[src/hdl/tile_pixel_fifo_mixer_macros.svh]
// assertion macros for the pixel fifo mixer
`ifndef TILE_PIXEL_FIFO_MIXER_MACROS_SVH
`define TILE_PIXEL_FIFO_MIXER_MACROS_SVH

// same-cycle implication, sampled on clk, off during reset
`define TPFM_ASSERT_NOW(label, ante, cons, msg) \
  label: assert property (@(posedge clk) disable iff (!rst_n) (ante) |-> (cons)) \
    else $error(msg);

// next-cycle implication, sampled on clk, off during reset
`define TPFM_ASSERT_NXT(label, ante, cons, msg) \
  label: assert property (@(posedge clk) disable iff (!rst_n) (ante) |=> (cons)) \
    else $error(msg);

`endif

[src/hdl/tpfm_pkg.sv]
// types, constants and helper functions for the pixel fifo mixer
package tpfm_pkg;

  localparam int FIFO_DEPTH = 8;
  localparam int ROW_LEN    = 8;
  localparam int ROW_IDX_W  = $clog2(ROW_LEN);
  localparam int IDX_W      = $clog2(FIFO_DEPTH);
  localparam int CNT_W      = $clog2(FIFO_DEPTH + 1);
  localparam int CFG_IDX_W  = 3;
  localparam int CFG_DATA_W = 8;

  typedef enum logic [1:0] {
    OP_PUSH_BG  = 2'd0,
    OP_PUSH_OBJ = 2'd1,
    OP_SHIFT    = 2'd2,
    OP_CLEAR    = 2'd3
  } op_t;

  localparam logic [CFG_IDX_W-1:0] REG_BG_ENABLE   = 3'd0;
  localparam logic [CFG_IDX_W-1:0] REG_OBJ_ENABLE  = 3'd1;
  localparam logic [CFG_IDX_W-1:0] REG_BG_PALETTE  = 3'd2;
  localparam logic [CFG_IDX_W-1:0] REG_OBJ_PALETTE0 = 3'd3;
  localparam logic [CFG_IDX_W-1:0] REG_OBJ_PALETTE1 = 3'd4;

  // attribute bits of the object flags byte
  localparam int FLAG_BEHIND = 7;
  localparam int FLAG_FLIP   = 5;
  localparam int FLAG_PAL    = 4;

  typedef logic [1:0] colour_t;

  typedef struct packed {
    logic [7:0] x;
    logic       behind;
    logic       pal;
    colour_t    colour;
  } obj_entry_t;

  typedef struct packed {
    logic       bg_enable;
    logic       obj_enable;
    logic [7:0] bg_palette;
    logic [7:0] obj_palette0;
    logic [7:0] obj_palette1;
  } cfg_t;

  typedef struct packed {
    op_t              op;
    logic [CNT_W-1:0] bg_count;
    logic [CNT_W-1:0] obj_count;
    logic             flip;
    logic             pal;
    logic             behind;
    logic [7:0]       x;
  } lane_ctl_t;

  // pixel 0 is leftmost, taken from bit 7 unless flipped
  function automatic colour_t pix_colour(input logic [7:0] hi, input logic [7:0] lo,
                                         input logic [ROW_IDX_W-1:0] p, input logic flip);
    logic [ROW_IDX_W-1:0] b;
    b = flip ? p : ~p;
    return {hi[b], lo[b]};
  endfunction

  function automatic logic [1:0] pal_shade(input logic [7:0] pal, input colour_t c);
    logic [1:0] s;
    case (c)
      2'd0:    s = pal[1:0];
      2'd1:    s = pal[3:2];
      2'd2:    s = pal[5:4];
      default: s = pal[7:6];
    endcase
    return s;
  endfunction

endpackage

[src/hdl/tpfm_ifs.sv]
// valid/ready channel interfaces for pixel ops and shaded pixels
interface tpfm_in_if
  import tpfm_pkg::*;
();
  logic       valid;
  logic       ready;
  op_t        op;
  logic [7:0] tile_high;
  logic [7:0] tile_low;
  logic [7:0] obj_flags;
  logic [7:0] obj_x;

  modport source (output valid, output op, output tile_high, output tile_low,
                  output obj_flags, output obj_x, input ready);
  modport sink (input valid, input op, input tile_high, input tile_low,
                input obj_flags, input obj_x, output ready);
endinterface

interface tpfm_out_if;
  logic       valid;
  logic       ready;
  logic [1:0] shade;
  logic       from_object;

  modport source (output valid, output shade, output from_object, input ready);
  modport sink (input valid, input shade, input from_object, output ready);
endinterface

[src/hdl/tpfm_lane.sv]
// one fifo position: next background and object entry for the current op
module tpfm_lane
  import tpfm_pkg::*;
(
  input  logic [IDX_W-1:0] lane_idx,
  input  lane_ctl_t        ctl,
  input  logic [7:0]       tile_high,
  input  logic [7:0]       tile_low,
  input  colour_t          bg_cur,
  input  colour_t          bg_above,
  input  obj_entry_t       obj_cur,
  input  obj_entry_t       obj_above,
  output colour_t          bg_nxt,
  output obj_entry_t       obj_nxt
);

  logic [CNT_W-1:0] lane_w;
  logic [CNT_W:0]   bg_ofs;
  logic             bg_hit;
  colour_t          bg_pix;
  logic             in_row;
  logic             obj_win;
  obj_entry_t       obj_new;

  always_comb begin
    lane_w = CNT_W'(lane_idx);
    // position inside the incoming row that lands on this entry
    bg_ofs = {1'b0, lane_w} - {1'b0, ctl.bg_count};
    bg_hit = (lane_w >= ctl.bg_count) && (bg_ofs < (CNT_W + 1)'(ROW_LEN));
    bg_pix = pix_colour(tile_high, tile_low, bg_ofs[ROW_IDX_W-1:0], 1'b0);

    in_row = lane_w < CNT_W'(ROW_LEN);
    obj_new.x      = ctl.x;
    obj_new.behind = ctl.behind;
    obj_new.pal    = ctl.pal;
    obj_new.colour = pix_colour(tile_high, tile_low, lane_idx[ROW_IDX_W-1:0], ctl.flip);
    // empty slot, transparent pixel or object further right loses the slot
    obj_win = (lane_w >= ctl.obj_count) || (obj_cur.colour == 2'b00) || (obj_cur.x > ctl.x);

    bg_nxt  = bg_cur;
    obj_nxt = obj_cur;
    case (ctl.op)
      OP_PUSH_BG: begin
        if (bg_hit) bg_nxt = bg_pix;
      end
      OP_PUSH_OBJ: begin
        if (in_row && obj_win) obj_nxt = obj_new;
      end
      OP_SHIFT: begin
        if (ctl.bg_count != '0) bg_nxt = bg_above;
        if (ctl.obj_count != '0) obj_nxt = obj_above;
      end
      default: begin
      end
    endcase
  end

endmodule

[src/hdl/tpfm_mixer.sv]
// head-of-fifo priority and palette lookup
module tpfm_mixer
  import tpfm_pkg::*;
(
  input  cfg_t       cfg,
  input  colour_t    bg_colour,
  input  logic       obj_valid,
  input  obj_entry_t obj_head,
  output logic [1:0] shade,
  output logic       from_object
);

  logic       use_obj;
  logic [7:0] obj_pal;

  always_comb begin
    use_obj = obj_valid && cfg.obj_enable && (obj_head.colour != 2'b00) &&
              !(obj_head.behind && (bg_colour != 2'b00));
    obj_pal = obj_head.pal ? cfg.obj_palette1 : cfg.obj_palette0;
    if (use_obj) begin
      shade = pal_shade(obj_pal, obj_head.colour);
    end else if (cfg.bg_enable) begin
      shade = pal_shade(cfg.bg_palette, bg_colour);
    end else begin
      shade = 2'b00;
    end
    from_object = use_obj;
  end

endmodule

[src/hdl/tile_pixel_fifo_mixer.sv]
// background/object pixel fifos with per-position lanes and final pixel mixer
// latency: a shift item gives its pixel in the output register in the cycle after acceptance
// throughput: one item per cycle unless stalled; all fifo positions update in parallel lanes in that cycle
// input is stalled only while a finished pixel waits in the output register and out is not ready
// reset (synchronous, active low) clears both counts, the config registers and the output valid
// fifo storage is not cleared; entries past a count are never read
module tile_pixel_fifo_mixer
  import tpfm_pkg::*;
(
  input  logic                  clk,
  input  logic                  rst_n,
  tpfm_in_if.sink               in_ch,
  tpfm_out_if.source            out_ch,
  input  logic                  cfg_we,
  input  logic [CFG_IDX_W-1:0]  cfg_idx,
  input  logic [CFG_DATA_W-1:0] cfg_data
);

`include "tile_pixel_fifo_mixer_macros.svh"

  cfg_t             cfg_r;
  logic [CNT_W-1:0] bg_count_r, bg_count_nxt;
  logic [CNT_W-1:0] obj_count_r, obj_count_nxt;
  colour_t          bg_fifo_r  [FIFO_DEPTH];
  obj_entry_t       obj_fifo_r [FIFO_DEPTH];
  colour_t          bg_above   [FIFO_DEPTH];
  obj_entry_t       obj_above  [FIFO_DEPTH];
  colour_t          bg_nxt     [FIFO_DEPTH];
  obj_entry_t       obj_nxt    [FIFO_DEPTH];
  lane_ctl_t        ctl;
  logic             acc;
  logic [CNT_W:0]   bg_sum;
  colour_t          bg_head;
  logic [1:0]       mix_shade;
  logic             mix_from_obj;
  logic             out_valid_r;
  logic [1:0]       shade_r;
  logic             from_obj_r;

  assign in_ch.ready = !out_valid_r || out_ch.ready;
  assign acc         = in_ch.valid && in_ch.ready;

  assign ctl.op        = in_ch.op;
  assign ctl.bg_count  = bg_count_r;
  assign ctl.obj_count = obj_count_r;
  assign ctl.flip      = in_ch.obj_flags[FLAG_FLIP];
  assign ctl.pal       = in_ch.obj_flags[FLAG_PAL];
  assign ctl.behind    = in_ch.obj_flags[FLAG_BEHIND];
  assign ctl.x         = in_ch.obj_x;

  // shift source for each position; the last one keeps its own entry
  always_comb begin
    for (int i = 0; i < FIFO_DEPTH - 1; i++) begin
      bg_above[i]  = bg_fifo_r[i+1];
      obj_above[i] = obj_fifo_r[i+1];
    end
    bg_above[FIFO_DEPTH-1]  = bg_fifo_r[FIFO_DEPTH-1];
    obj_above[FIFO_DEPTH-1] = obj_fifo_r[FIFO_DEPTH-1];
  end

  for (genvar i = 0; i < FIFO_DEPTH; i++) begin : g_lane
    tpfm_lane u_lane (
      .lane_idx  (IDX_W'(i)),
      .ctl       (ctl),
      .tile_high (in_ch.tile_high),
      .tile_low  (in_ch.tile_low),
      .bg_cur    (bg_fifo_r[i]),
      .bg_above  (bg_above[i]),
      .obj_cur   (obj_fifo_r[i]),
      .obj_above (obj_above[i]),
      .bg_nxt    (bg_nxt[i]),
      .obj_nxt   (obj_nxt[i])
    );
  end

  // empty background fifo reads as colour 0
  assign bg_head = (bg_count_r != '0) ? bg_fifo_r[0] : 2'b00;

  tpfm_mixer u_mixer (
    .cfg         (cfg_r),
    .bg_colour   (bg_head),
    .obj_valid   (obj_count_r != '0),
    .obj_head    (obj_fifo_r[0]),
    .shade       (mix_shade),
    .from_object (mix_from_obj)
  );

  always_comb begin
    bg_count_nxt  = bg_count_r;
    obj_count_nxt = obj_count_r;
    bg_sum        = {1'b0, bg_count_r} + (CNT_W + 1)'(ROW_LEN);
    if (acc) begin
      case (in_ch.op)
        OP_PUSH_BG: begin
          bg_count_nxt = (bg_sum > (CNT_W + 1)'(FIFO_DEPTH)) ? CNT_W'(FIFO_DEPTH)
                                                               : bg_sum[CNT_W-1:0];
        end
        OP_PUSH_OBJ: begin
          if (obj_count_r < CNT_W'(ROW_LEN)) obj_count_nxt = CNT_W'(ROW_LEN);
        end
        OP_SHIFT: begin
          if (bg_count_r != '0) bg_count_nxt = bg_count_r - 1'b1;
          if (obj_count_r != '0) obj_count_nxt = obj_count_r - 1'b1;
        end
        OP_CLEAR: begin
          bg_count_nxt  = '0;
          obj_count_nxt = '0;
        end
        default: begin
        end
      endcase
    end
  end

  always_ff @(posedge clk) begin
    if (!rst_n) begin
      bg_count_r  <= '0;
      obj_count_r <= '0;
      out_valid_r <= 1'b0;
      cfg_r       <= '0;
    end else begin
      bg_count_r  <= bg_count_nxt;
      obj_count_r <= obj_count_nxt;
      if (acc && (in_ch.op == OP_SHIFT)) begin
        out_valid_r <= 1'b1;
      end else if (out_ch.ready) begin
        out_valid_r <= 1'b0;
      end
      if (cfg_we) begin
        case (cfg_idx)
          REG_BG_ENABLE:    cfg_r.bg_enable    <= cfg_data[0];
          REG_OBJ_ENABLE:   cfg_r.obj_enable   <= cfg_data[0];
          REG_BG_PALETTE:   cfg_r.bg_palette   <= cfg_data;
          REG_OBJ_PALETTE0: cfg_r.obj_palette0 <= cfg_data;
          REG_OBJ_PALETTE1: cfg_r.obj_palette1 <= cfg_data;
          default: begin
          end
        endcase
      end
    end
  end

  always_ff @(posedge clk) begin
    if (acc) begin
      for (int i = 0; i < FIFO_DEPTH; i++) begin
        bg_fifo_r[i]  <= bg_nxt[i];
        obj_fifo_r[i] <= obj_nxt[i];
      end
      if (in_ch.op == OP_SHIFT) begin
        shade_r    <= mix_shade;
        from_obj_r <= mix_from_obj;
      end
    end
  end

  assign out_ch.valid       = out_valid_r;
  assign out_ch.shade       = shade_r;
  assign out_ch.from_object = from_obj_r;

  `TPFM_ASSERT_NOW(a_count_bound, 1'b1,
    (bg_count_r <= CNT_W'(FIFO_DEPTH)) && (obj_count_r <= CNT_W'(FIFO_DEPTH)),
    "fifo count beyond depth")
  `TPFM_ASSERT_NXT(a_shift_result, acc && (in_ch.op == OP_SHIFT), out_valid_r,
    "shift item gave no pixel")
  `TPFM_ASSERT_NXT(a_obj_fill, acc && (in_ch.op == OP_PUSH_OBJ),
    obj_count_r >= CNT_W'(ROW_LEN), "object push left fifo short of a row")
  `TPFM_ASSERT_NXT(a_clear, acc && (in_ch.op == OP_CLEAR),
    (bg_count_r == '0) && (obj_count_r == '0), "clear left entries behind")

endmodule
[src/flat_wrapper.sv]
// flat-port wrapper written by rule: the top's interface ports become plain ports
module tile_pixel_fifo_mixer_flat import tpfm_pkg::*;
  (clk, rst_n, cfg_we, cfg_idx, cfg_data, in_ch_valid, in_ch_op, in_ch_tile_high, in_ch_tile_low, in_ch_obj_flags, in_ch_obj_x, in_ch_ready, out_ch_valid, out_ch_shade, out_ch_from_object, out_ch_ready);
  tpfm_in_if in_ch_i ();
  tpfm_out_if out_ch_i ();
  input  logic clk;
  input  logic rst_n;
  input  logic cfg_we;
  input  logic [CFG_IDX_W-1:0] cfg_idx;
  input  logic [CFG_DATA_W-1:0] cfg_data;
  input wire logic [$bits(in_ch_i.valid)-1:0] in_ch_valid;
  input wire logic [$bits(in_ch_i.op)-1:0] in_ch_op;
  input wire logic [$bits(in_ch_i.tile_high)-1:0] in_ch_tile_high;
  input wire logic [$bits(in_ch_i.tile_low)-1:0] in_ch_tile_low;
  input wire logic [$bits(in_ch_i.obj_flags)-1:0] in_ch_obj_flags;
  input wire logic [$bits(in_ch_i.obj_x)-1:0] in_ch_obj_x;
  output wire logic [$bits(in_ch_i.ready)-1:0] in_ch_ready;
  output wire logic [$bits(out_ch_i.valid)-1:0] out_ch_valid;
  output wire logic [$bits(out_ch_i.shade)-1:0] out_ch_shade;
  output wire logic [$bits(out_ch_i.from_object)-1:0] out_ch_from_object;
  input wire logic [$bits(out_ch_i.ready)-1:0] out_ch_ready;
  assign in_ch_i.valid = in_ch_valid;
  assign in_ch_i.op = in_ch_op;
  assign in_ch_i.tile_high = in_ch_tile_high;
  assign in_ch_i.tile_low = in_ch_tile_low;
  assign in_ch_i.obj_flags = in_ch_obj_flags;
  assign in_ch_i.obj_x = in_ch_obj_x;
  assign in_ch_ready = in_ch_i.ready;
  assign out_ch_valid = out_ch_i.valid;
  assign out_ch_shade = out_ch_i.shade;
  assign out_ch_from_object = out_ch_i.from_object;
  assign out_ch_i.ready = out_ch_ready;
  tile_pixel_fifo_mixer u_core (.clk(clk), .rst_n(rst_n), .in_ch(in_ch_i), .out_ch(out_ch_i), .cfg_we(cfg_we), .cfg_idx(cfg_idx), .cfg_data(cfg_data));
endmodule
[config.mk]
export PLATFORM = sky130hd
export DESIGN_NAME = tile_pixel_fifo_mixer_flat
export DESIGN_NICKNAME = d
export VERILOG_FILES = /design/src/hdl/tpfm_pkg.sv /design/src/hdl/tpfm_ifs.sv /design/src/hdl/tpfm_lane.sv /design/src/hdl/tpfm_mixer.sv /design/src/hdl/tile_pixel_fifo_mixer.sv /design/src/flat_wrapper.sv
export VERILOG_INCLUDE_DIRS = /design/src /design/src/hdl
export SDC_FILE = /design/constraint.sdc
export NUM_CORES = 1
export LEC_CHECK = 0
export BUFFER_PORTS_ARGS = -buffer_cell sky130_fd_sc_hd__buf_4
export CORE_ASPECT_RATIO = 1.1
export CORE_UTILIZATION = 30
export DETAILED_ROUTE_END_ITERATION = 6
export GPL_TIMING_DRIVEN = 0
export HOLD_SLACK_MARGIN = 0.06
export PLACE_DENSITY_LB_ADDON = 0.12
export SLEW_MARGIN = 20
export SYNTH_ARGS = -nofsm -noshare
export SYNTH_HDL_FRONTEND = slang
export SYNTH_SLANG_ARGS = --single-unit
[constraint.sdc]
create_clock -name clk -period 3.1 [get_ports clk]
set_input_delay 0.31 -clock clk [delete_from_list [all_inputs] [get_ports clk]]
set_output_delay 0.31 -clock clk [all_outputs]
set_load 0.02 [all_outputs]
==> summary.md, run 1 <==
| Metric | Value |
|---|---|
| Starting DRC count in detailed routing | 407 |
| Sum of net half-perimeters after detailed placement | approximately 18 mm |
| Floorplan die height | roughly 180 microns |
| CTS H-tree depth | 4 |
| Remaining routing DRC violations | 0 |
| Logic depth of the worst register-to-register path | 7 |
| Die X-Extent | 167 microns |
| Clock tree from TritonCTS | yes |
| Slew Viols, Final | 0 |
| Number of max-capacitance violations reported | 0 |
| Slew at the pin closest to its max-slew limit | between 0.7 and 0.8 ns |
| Post-route non-filler standard cell count | between 1000 and 1500 |
| Utilization after layout | a little over a third |
| Final Routed Wirelength | between 20 and 25 mm |
| Final hold violation count | 0 |
| Total global-route track usage | ~16% |
| P_int | between 3000 and 4000 uW |
| Number of resized instances in the post-cts repair step | 0 |
| Delay of the slowest cell on the worst path | ~0.6 ns |
| Net Count, Synth | roughly 950 |
| Fill count | between 3000 and 4000 |
| Clock Tree Buf Depth | 2 |
| Number of buffers added on ports | 46 |
| Area of the mapped netlist | between 9000 and 10000 sq um |
| Clk pwr share | between 40% and 50% |
| Total power per unit cell area | slightly below 500 nW/um^2 |
| Effective utilization at floorplan | between 30% and 40% |
| Kind of critical path | input pin to flip-flop |
| Setup repair bufs after CTS | 0 |
| Setup repair after global routing missed its margin | no |
| Weighted congestion at the end of routability-driven global placement | about 0.8 |
| Global route overflow | 0 |
| Gate power share | roughly an eighth |
| Area of the die | around 31000 sq um |
| Synth async-reset ratio | 0% |
| Setup violators final | 0 |
| Number of flip-flops and latches in the synthesized netlist | 150 |
| Static leakage | roughly 0.0043 uW |
| Relative slew slack | between 40% and 50% |
| Vias per inst | 5.11 |
| Count of pins on the block boundary | between 50 and 60 |
| Core area | a little under 30000 sq um |
| Post-synthesis instance total | 819 |
| Clock period minus worst slack | roughly 2.7 ns |
| Detailed-route wire length per cell | approximately 18 microns |
| Number of buffers inserted for hold repair after clock tree synthesis | 9 |
| Cell breakdown of the critical path | dlygate4sd3_1 > buf_4 > inv_1 > ha_1 > a21oi_1 > nor2_1 > a2111oi_0 > a211oi_2 > buf_6 |
| Worst hold stages | 3 |
| Biggest fanout along the worst timing path | 9 |
| Critical Path Sink Type | flip-flop |
| Sinks on Clock Net | 150 |
| Yosys warning total | 0 |
| Final cycle utilization of the critical path | roughly 87% |
| Signed area change from the synthesized netlist to the final layout | 18.1% |
| Post-synth cell types | 61 |
| Vias in the first global route | 6448 |
| Clk Latency, worst-skew pair | 0.44 ns |
| Total inserted antenna cells | 0 |
| Switching pwr | between 1000 and 1500 uW |
| Proportion of layout cells with a drive suffix above 1 | about 15% |
| Per-instance average area after synthesis | about 11 sq um |
| Fraction of the yosys area taken by sequential cells | between 40% and 50% |
| Layout Nets | between 1000 and 1500 |
| IR drop worst, VDD | 0.313 mV |
| Number of search-and-repair iterations in the first detailed-routing pass | 6 |
| Clock-pin transition on the worst setup and hold timing paths | approximately 0.06 ns |
| Relative contribution of sequential cells to total power | 44.1% |
| Antenna violation net count after detailed routing | 0 |
| Switching Share | roughly a quarter |
| Placed Cells incl. Taps | between 1000 and 1500 |
| Row cnt | 66 |
| Cell with the biggest individual delay on the critical path | sky130_fd_sc_hd__a2111oi_0 |
| WHS | roughly 0.17 ns |
| Pin count of the biggest net entering global routing | 17 |
| Status | completed |
| Total power of the final layout | 5240 uW |
| Antenna violations before repair | 0 |
| Maximum clock frequency | ~370 MHz |
| Worst path required time | ~3.3 ns |
| Primary FF master, synth | sky130_fd_sc_hd__edfxtp_1 |
| Crit path DAT | just under 3 ns |
| Maximum clock skew at final layout | roughly 0.013 ns |
| Buffer cell driving the clock tree root | sky130_fd_sc_hd__clkbuf_16 |
| Via total after detailed routing | roughly 6600 |
| Startpoint types | input pin |
| Wire length of the first global-routing pass | ~37 mm |
| Class of the most critical hold timing path | input pin to flip-flop |
| Number of buffers inserted during clock tree synthesis | 17 |
| Number of enable-type register cells in the synthesized netlist | 115 |
[placed cells by master, fill, tap and decap left out, types with 16 or more instances in the layout]
cell,Yosys,final
sky130_fd_sc_hd__a21boi_0,20,20
sky130_fd_sc_hd__a21o_1,79,79
sky130_fd_sc_hd__a21oi_1,28,26
sky130_fd_sc_hd__buf_2,23,23
sky130_fd_sc_hd__buf_4,5,51
sky130_fd_sc_hd__clkbuf_16,0,17
sky130_fd_sc_hd__dfxtp_1,35,35
sky130_fd_sc_hd__edfxtp_1,115,115
sky130_fd_sc_hd__ha_1,78,78
sky130_fd_sc_hd__inv_1,29,29
sky130_fd_sc_hd__mux2i_1,34,34
sky130_fd_sc_hd__nand2_1,85,85
sky130_fd_sc_hd__nand3_1,42,42
sky130_fd_sc_hd__nand4_1,16,16
sky130_fd_sc_hd__nor2_1,37,37
sky130_fd_sc_hd__nor2b_1,23,23
sky130_fd_sc_hd__o21ai_0,32,32
[cell usage after synthesis (all sizes together) (3+ instances only)]
cell / count / share of area, %
a2111oi: 8 / 0.85
a211oi: 8 / 0.67
a21boi: 20 / 1.7
a21o: 79 / 6.6
a21oi: 29 / 1.7
a31o: 3 / 0.29
and2: 5 / 0.35
and3: 4 / 0.28
and3b: 3 / 0.29
buf: 32 / 2.2
clkbuf: 14 / 0.58
dfxtp: 35 / 7.8
edfxtp: 115 / 38
ha: 78 / 11
inv: 29 / 1.2
mux2i: 34 / 3.8
mux4: 16 / 4.5
nand2: 85 / 3.5
nand2b: 5 / 0.35
nand3: 42 / 2.3
nand3b: 3 / 0.25
nand4: 16 / 1.1
nor2: 37 / 1.5
nor2b: 24 / 1.7
nor3: 10 / 0.56
o211ai: 13 / 1.1
o21ai: 32 / 1.8
o221ai: 8 / 0.92
[metrics by stage]
| step | instance area, sq um | TNS [ns] | setup slack (ns) |
|---|---|---|---|
| 4_1_cts | 10600 | 0 | 0.382 |
| 5_1_grt | 10600 | 0 | 0.224 |
| 2_1_floorplan | 9010 | 0 | 0.511 |
| 3_3_place_gp | 9820 | -28.66 | -0.442 |
| 6_report | 10600 | 0 | 0.390 |
| 3_5_place_dp | 9930 | 0 | 0.388 |
[state kept, by name, indices dropped and copies added, names as in the netlist]
register and count:
u_core.bg_fifo_r 16, u_core.obj_count_r 4, u_core.out_ch.from_object 1, u_core.cfg_r 26, u_core.bg_count_r 4, u_core.out_ch.valid 1
u_core.out_ch.shade 2, u_core.obj_fifo_r 96
[power groups by stage]
stage          combinational [uW]  clock [uW]  sequential, uW
2_1_floorplan                 434           0            2340
3_5_place_dp                  676           0            2350
3_3_place_gp                  662           0            2360
4_1_cts                       689        2310            2310
5_1_grt                       762        2380            2320
6_report                      679        2250            2310
[path summary, 6_finish.rpt]
check                        startpoint                       end  slack [ns]
setup / recovery         in_ch_obj_x[5]  u_core.obj_fifo_r[0][13]        0.39
hold / removal              cfg_data[6]           u_core.cfg_r[6]        0.17
setup reg to reg  u_core.obj_count_r[1]  u_core.obj_fifo_r[1][10]        0.40
hold reg to reg        u_core.cfg_r[12]          u_core.cfg_r[12]        0.46
[layout make-up]
type	count	area, sq um	area share [%]
timing repair buffer	61	503	4.73
clock buffer	17	425	4.00
tap	374	468	4.40
multi-input combinational	594	4530	42.6
clock inverter	14	198	1.86
buffer	46	251	2.36
inverter	29	109	1.02
sequential	150	4150	39.0
[kinds of logic (layout without fill, tap and decap cells)]
kind of cell               count (synthesis)  count (layout)  synth area share, %
and+or+nand+nor                          246             246                 13.4
muxes                                     52              52                 8.49
xor gates and xnor gates                   2               2                0.195
AOI/OAI and AO/OA                        216             216                 16.9
DFF                                      150             150                 46.1
adders and majority gates                 78              78                 10.8
buffers and inverters                     75             167                 4.00
[metal layers]
metal	part of all wire (%)	vias up	track usage, %
met4	0.96	0	4.48
met1	48	3169	21.3
met3	3.4	16	2.50
met5	0	-	0
li1	-	3253	-
met2	47	131	26.7
[critical path, delay by kind of cell]
kind	cells	cell delay [ns]
buffers and inverters	4	1.19
AO/OA/AOI/OAI	3	1.02
adder cells (fa/ha/maj)	1	0.32
AND/OR/NAND/NOR	1	0.05
Power figures use the tool's default switching activity.
==> inputs of run 2 (changes only) <==
--- a/config.mk
+++ b/config.mk
@@ -12,7 +12,8 @@
 export DETAILED_ROUTE_END_ITERATION = 6
 export GPL_TIMING_DRIVEN = 0
 export HOLD_SLACK_MARGIN = 0.06
-export PLACE_DENSITY_LB_ADDON = 0.12
+export PLACE_DENSITY = 0.55
+export SKIP_CTS_REPAIR_TIMING = 1
 export SLEW_MARGIN = 20
 export SYNTH_ARGS = -nofsm -noshare
 export SYNTH_HDL_FRONTEND = slang
==> summary.md, run 2 (same netlist as run 1, synthesis figures left out) <==
| Metric | Value |
|---|---|
| Weighted congestion at the end of routability-driven global placement | 0.791 (-1.3%) |
| Slew at the pin closest to its max-slew limit | 0.804 ns (+0.0655 ns) |
| Cell with the biggest individual delay on the critical path | sky130_fd_sc_hd__mux4_2 |
| Worst path required time | 3.24 ns (-0.05 ns) |
| Register with the most flip-flops | u_core.obj_fifo_r |
| Leading cell type in the layout, fill and taps excluded | sky130_fd_sc_hd__edfxtp_1 |
| Wire length of the first global-routing pass | 36.4 mm (-1.5%) |
| Clk Latency, worst-skew pair | 0.44 ns (about the same) |
| Slew Viols, Final | 0 (unchanged) |
| Number of buffers inserted during clock tree synthesis | 17 (unchanged) |
| Layout Nets | 1027 (unchanged) |
| Final cycle utilization of the critical path | 85.2% (-2.2 points) |
| Clock tree from TritonCTS | yes |
| Maximum clock skew at final layout | 0.0190 ns (+0.00597 ns) |
| CTS H-tree depth | 4 (unchanged) |
| Flip-flop count of the largest register, all copies and words added | 96 (unchanged) |
| Final hold violation count | 0 (unchanged) |
| Kind of critical path | flip-flop to flip-flop |
| Total power per unit cell area | 484 nW/um^2 (-1.7%) |
| Class of the most critical hold timing path | input pin to flip-flop |
| Utilization after layout | 35.9% (-0.076 points) |
| Cell breakdown of the critical path | buf_2 > inv_1 > ha_1 > buf_2 > mux4_2 > nand3_1 > nand3_1 |
| Crit path DAT | 2.79 ns (-0.11 ns) |
| Count of pins on the block boundary | 55 (unchanged) |
| Vias in the first global route | 6755 (+4.8%) |
| Setup violators final | 0 (unchanged) |
| Die X-Extent | 167 microns (unchanged) |
| Number of search-and-repair iterations in the first detailed-routing pass | 5 (-1) |
| Floorplan die height | 184 microns (unchanged) |
| Effective utilization at floorplan | 30.5% (unchanged) |
| Final Routed Wirelength | 22.5 mm (-4.6%) |
| Pin count of the biggest net entering global routing | 20 (+3) |
| Crit path buf inv count | 3 (-1) |
| Core area | 29600 sq um (unchanged) |
| Post-Place Cell Area | 9900 sq um (-0.26%) |
| Critical Path Sink Type | flip-flop |
| Relative slew slack | 45.9% (-3.6 points) |
| Vias per inst | 5.17 (+1.1%) |
| Layout Cell Area excl Fill | 10600 sq um (-0.21%) |
| Antenna violations before repair | 0 (unchanged) |
| Biggest fanout along the worst timing path | 10 (+1) |
| Via total after detailed routing | 6646 (+1.2%) |
| Global route overflow | 0 (unchanged) |
| Maximum clock frequency | 379 MHz (+2.6%) |
| Status | completed |
| Fill count | 2949 (-2.2%) |
| Delay of the slowest cell on the worst path | 0.58 ns (-0.02 ns) |
| Total global-route track usage | 15.3% (-0.66 points) |
| Setup repair after global routing missed its margin | no |
| Sum of net half-perimeters after detailed placement | 17.0 mm (-5.5%) |
| Buffer cell driving the clock tree root | sky130_fd_sc_hd__clkbuf_16 |
| Number of buffers added on ports | 46 (unchanged) |
| Highest-count cells in the layout ignoring fill and taps | 115 x sky130_fd_sc_hd__edfxtp_1, 85 x sky130_fd_sc_hd__nand2_1, 79 x sky130_fd_sc_hd__a21o_1, 78 x sky130_fd_sc_hd__ha_1, 56 x sky130_fd_sc_hd__buf_4 |
| Area of the die | 30700 sq um (unchanged) |
| Static leakage | 0.00431 uW (-0.15%) |
| Detailed-route wire length per cell | 17.5 microns (-4.7%) |
| Antenna violation net count after detailed routing | 0 (unchanged) |
| Total inserted antenna cells | 0 (unchanged) |
| Clock-pin transition on the worst setup and hold timing paths | 0.07 ns (about the same) |
| Clock Tree Buf Depth | 2 (unchanged) |
| Sinks on Clock Net | 150 (unchanged) |
| Remaining routing DRC violations | 0 (unchanged) |
| Final total negative setup slack | 0 ns (unchanged) |
| Number of max-capacitance violations reported | 0 (unchanged) |
| Proportion of layout cells with a drive suffix above 1 | 15.6% (+0.20 points) |
| IR drop worst, VDD | 0.246 mV (-21%) |
| Clock period minus worst slack | 2.64 ns (-0.0684 ns) |
| Largest registers | u_core.obj_fifo_r x96, u_core.cfg_r x26, u_core.bg_fifo_r x16 |
| Family with the most delay on the worst path | buffers and inverters |
| Row cnt | 66 (unchanged) |
| Starting DRC count in detailed routing | 483 (+19%) |
| Startpoint types | flip-flop |
| Signed area change from the synthesized netlist to the final layout | 17.9% |
## run 2: cell types whose count changed in the layout (fill, tap and decap cells not counted), moves of 2 or more
cell / delta
sky130_fd_sc_hd__buf_4: +5
sky130_fd_sc_hd__buf_6: -5
sky130_fd_sc_hd__clkinv_8: +5
sky130_fd_sc_hd__bufinv_16: -4
sky130_fd_sc_hd__inv_8: +4
sky130_fd_sc_hd__inv_12: +2
sky130_fd_sc_hd__inv_6: -2
## run 2: worst reg2reg max path, cell delays in order, from the launching register on
cell,delay [ns]
sky130_fd_sc_hd__dfxtp_1,0.54
sky130_fd_sc_hd__buf_2,0.33
sky130_fd_sc_hd__inv_1,0.13
sky130_fd_sc_hd__ha_1,0.28
sky130_fd_sc_hd__buf_2,0.25
sky130_fd_sc_hd__mux4_2,0.58
sky130_fd_sc_hd__nand3_1,0.10
sky130_fd_sc_hd__nand3_1,0.14
## run 2: area by class of cell
| type | count | area [sq um] | area share [%] |
|---|---|---|---|
| multi-input combinational | 594 | 4530 | 42.7 |
| sequential | 150 | 4150 | 39.1 |
| timing repair buffer | 61 | 484 | 4.56 |
| tap | 374 | 468 | 4.41 |
| clock buffer | 17 | 425 | 4.01 |
| buffer | 46 | 251 | 2.37 |
| clock inverter | 15 | 194 | 1.83 |
| inverter | 29 | 109 | 1.03 |
## run 2: report_power, final
part	total, uW	switching [uW]	internal, uW
Clock	2160	1050	1110
Sequential	2310	39.7	2270
Combinational	674	389	285
Total	5140	1480	3660
## run 2: layer usage
layer | GRT usage (%) | routed length [microns] | vias to the layer above
li1 | - | - | 3255
met1 | 20.7 | 10900 | 3210
met2 | 24.8 | 10300 | 151
met3 | 2.39 | 766 | 30
met4 | 5.47 | 467 | 0
met5 | 0 | 0 | -
## run 2: worst paths after layout
check	slack (ns)	start	to	depth (start not counted)
setup / recovery	0.46	u_core.bg_count_r[1]	u_core.bg_fifo_r[0][1]	7
setup reg to reg	0.46	u_core.bg_count_r[1]	u_core.bg_fifo_r[0][1]	7
hold reg to reg	0.47	u_core.cfg_r[3]	u_core.cfg_r[3]	2
hold / removal	0.16	cfg_data[6]	u_core.cfg_r[6]	3
## run 2: metrics by stage
stage	total power [uW]	hold slack [ns]	instances	setup WS (ns)
after global placement	3000	0.451	1239	-0.385
final	5140	0.162	1286	0.458
after global routing	5350	0.167	1286	0.287
after CTS	5180	0.0323	1277	0.192
after detailed placement	3020	0.458	1245	0.216
after floorplan	2780	0.409	819	0.511
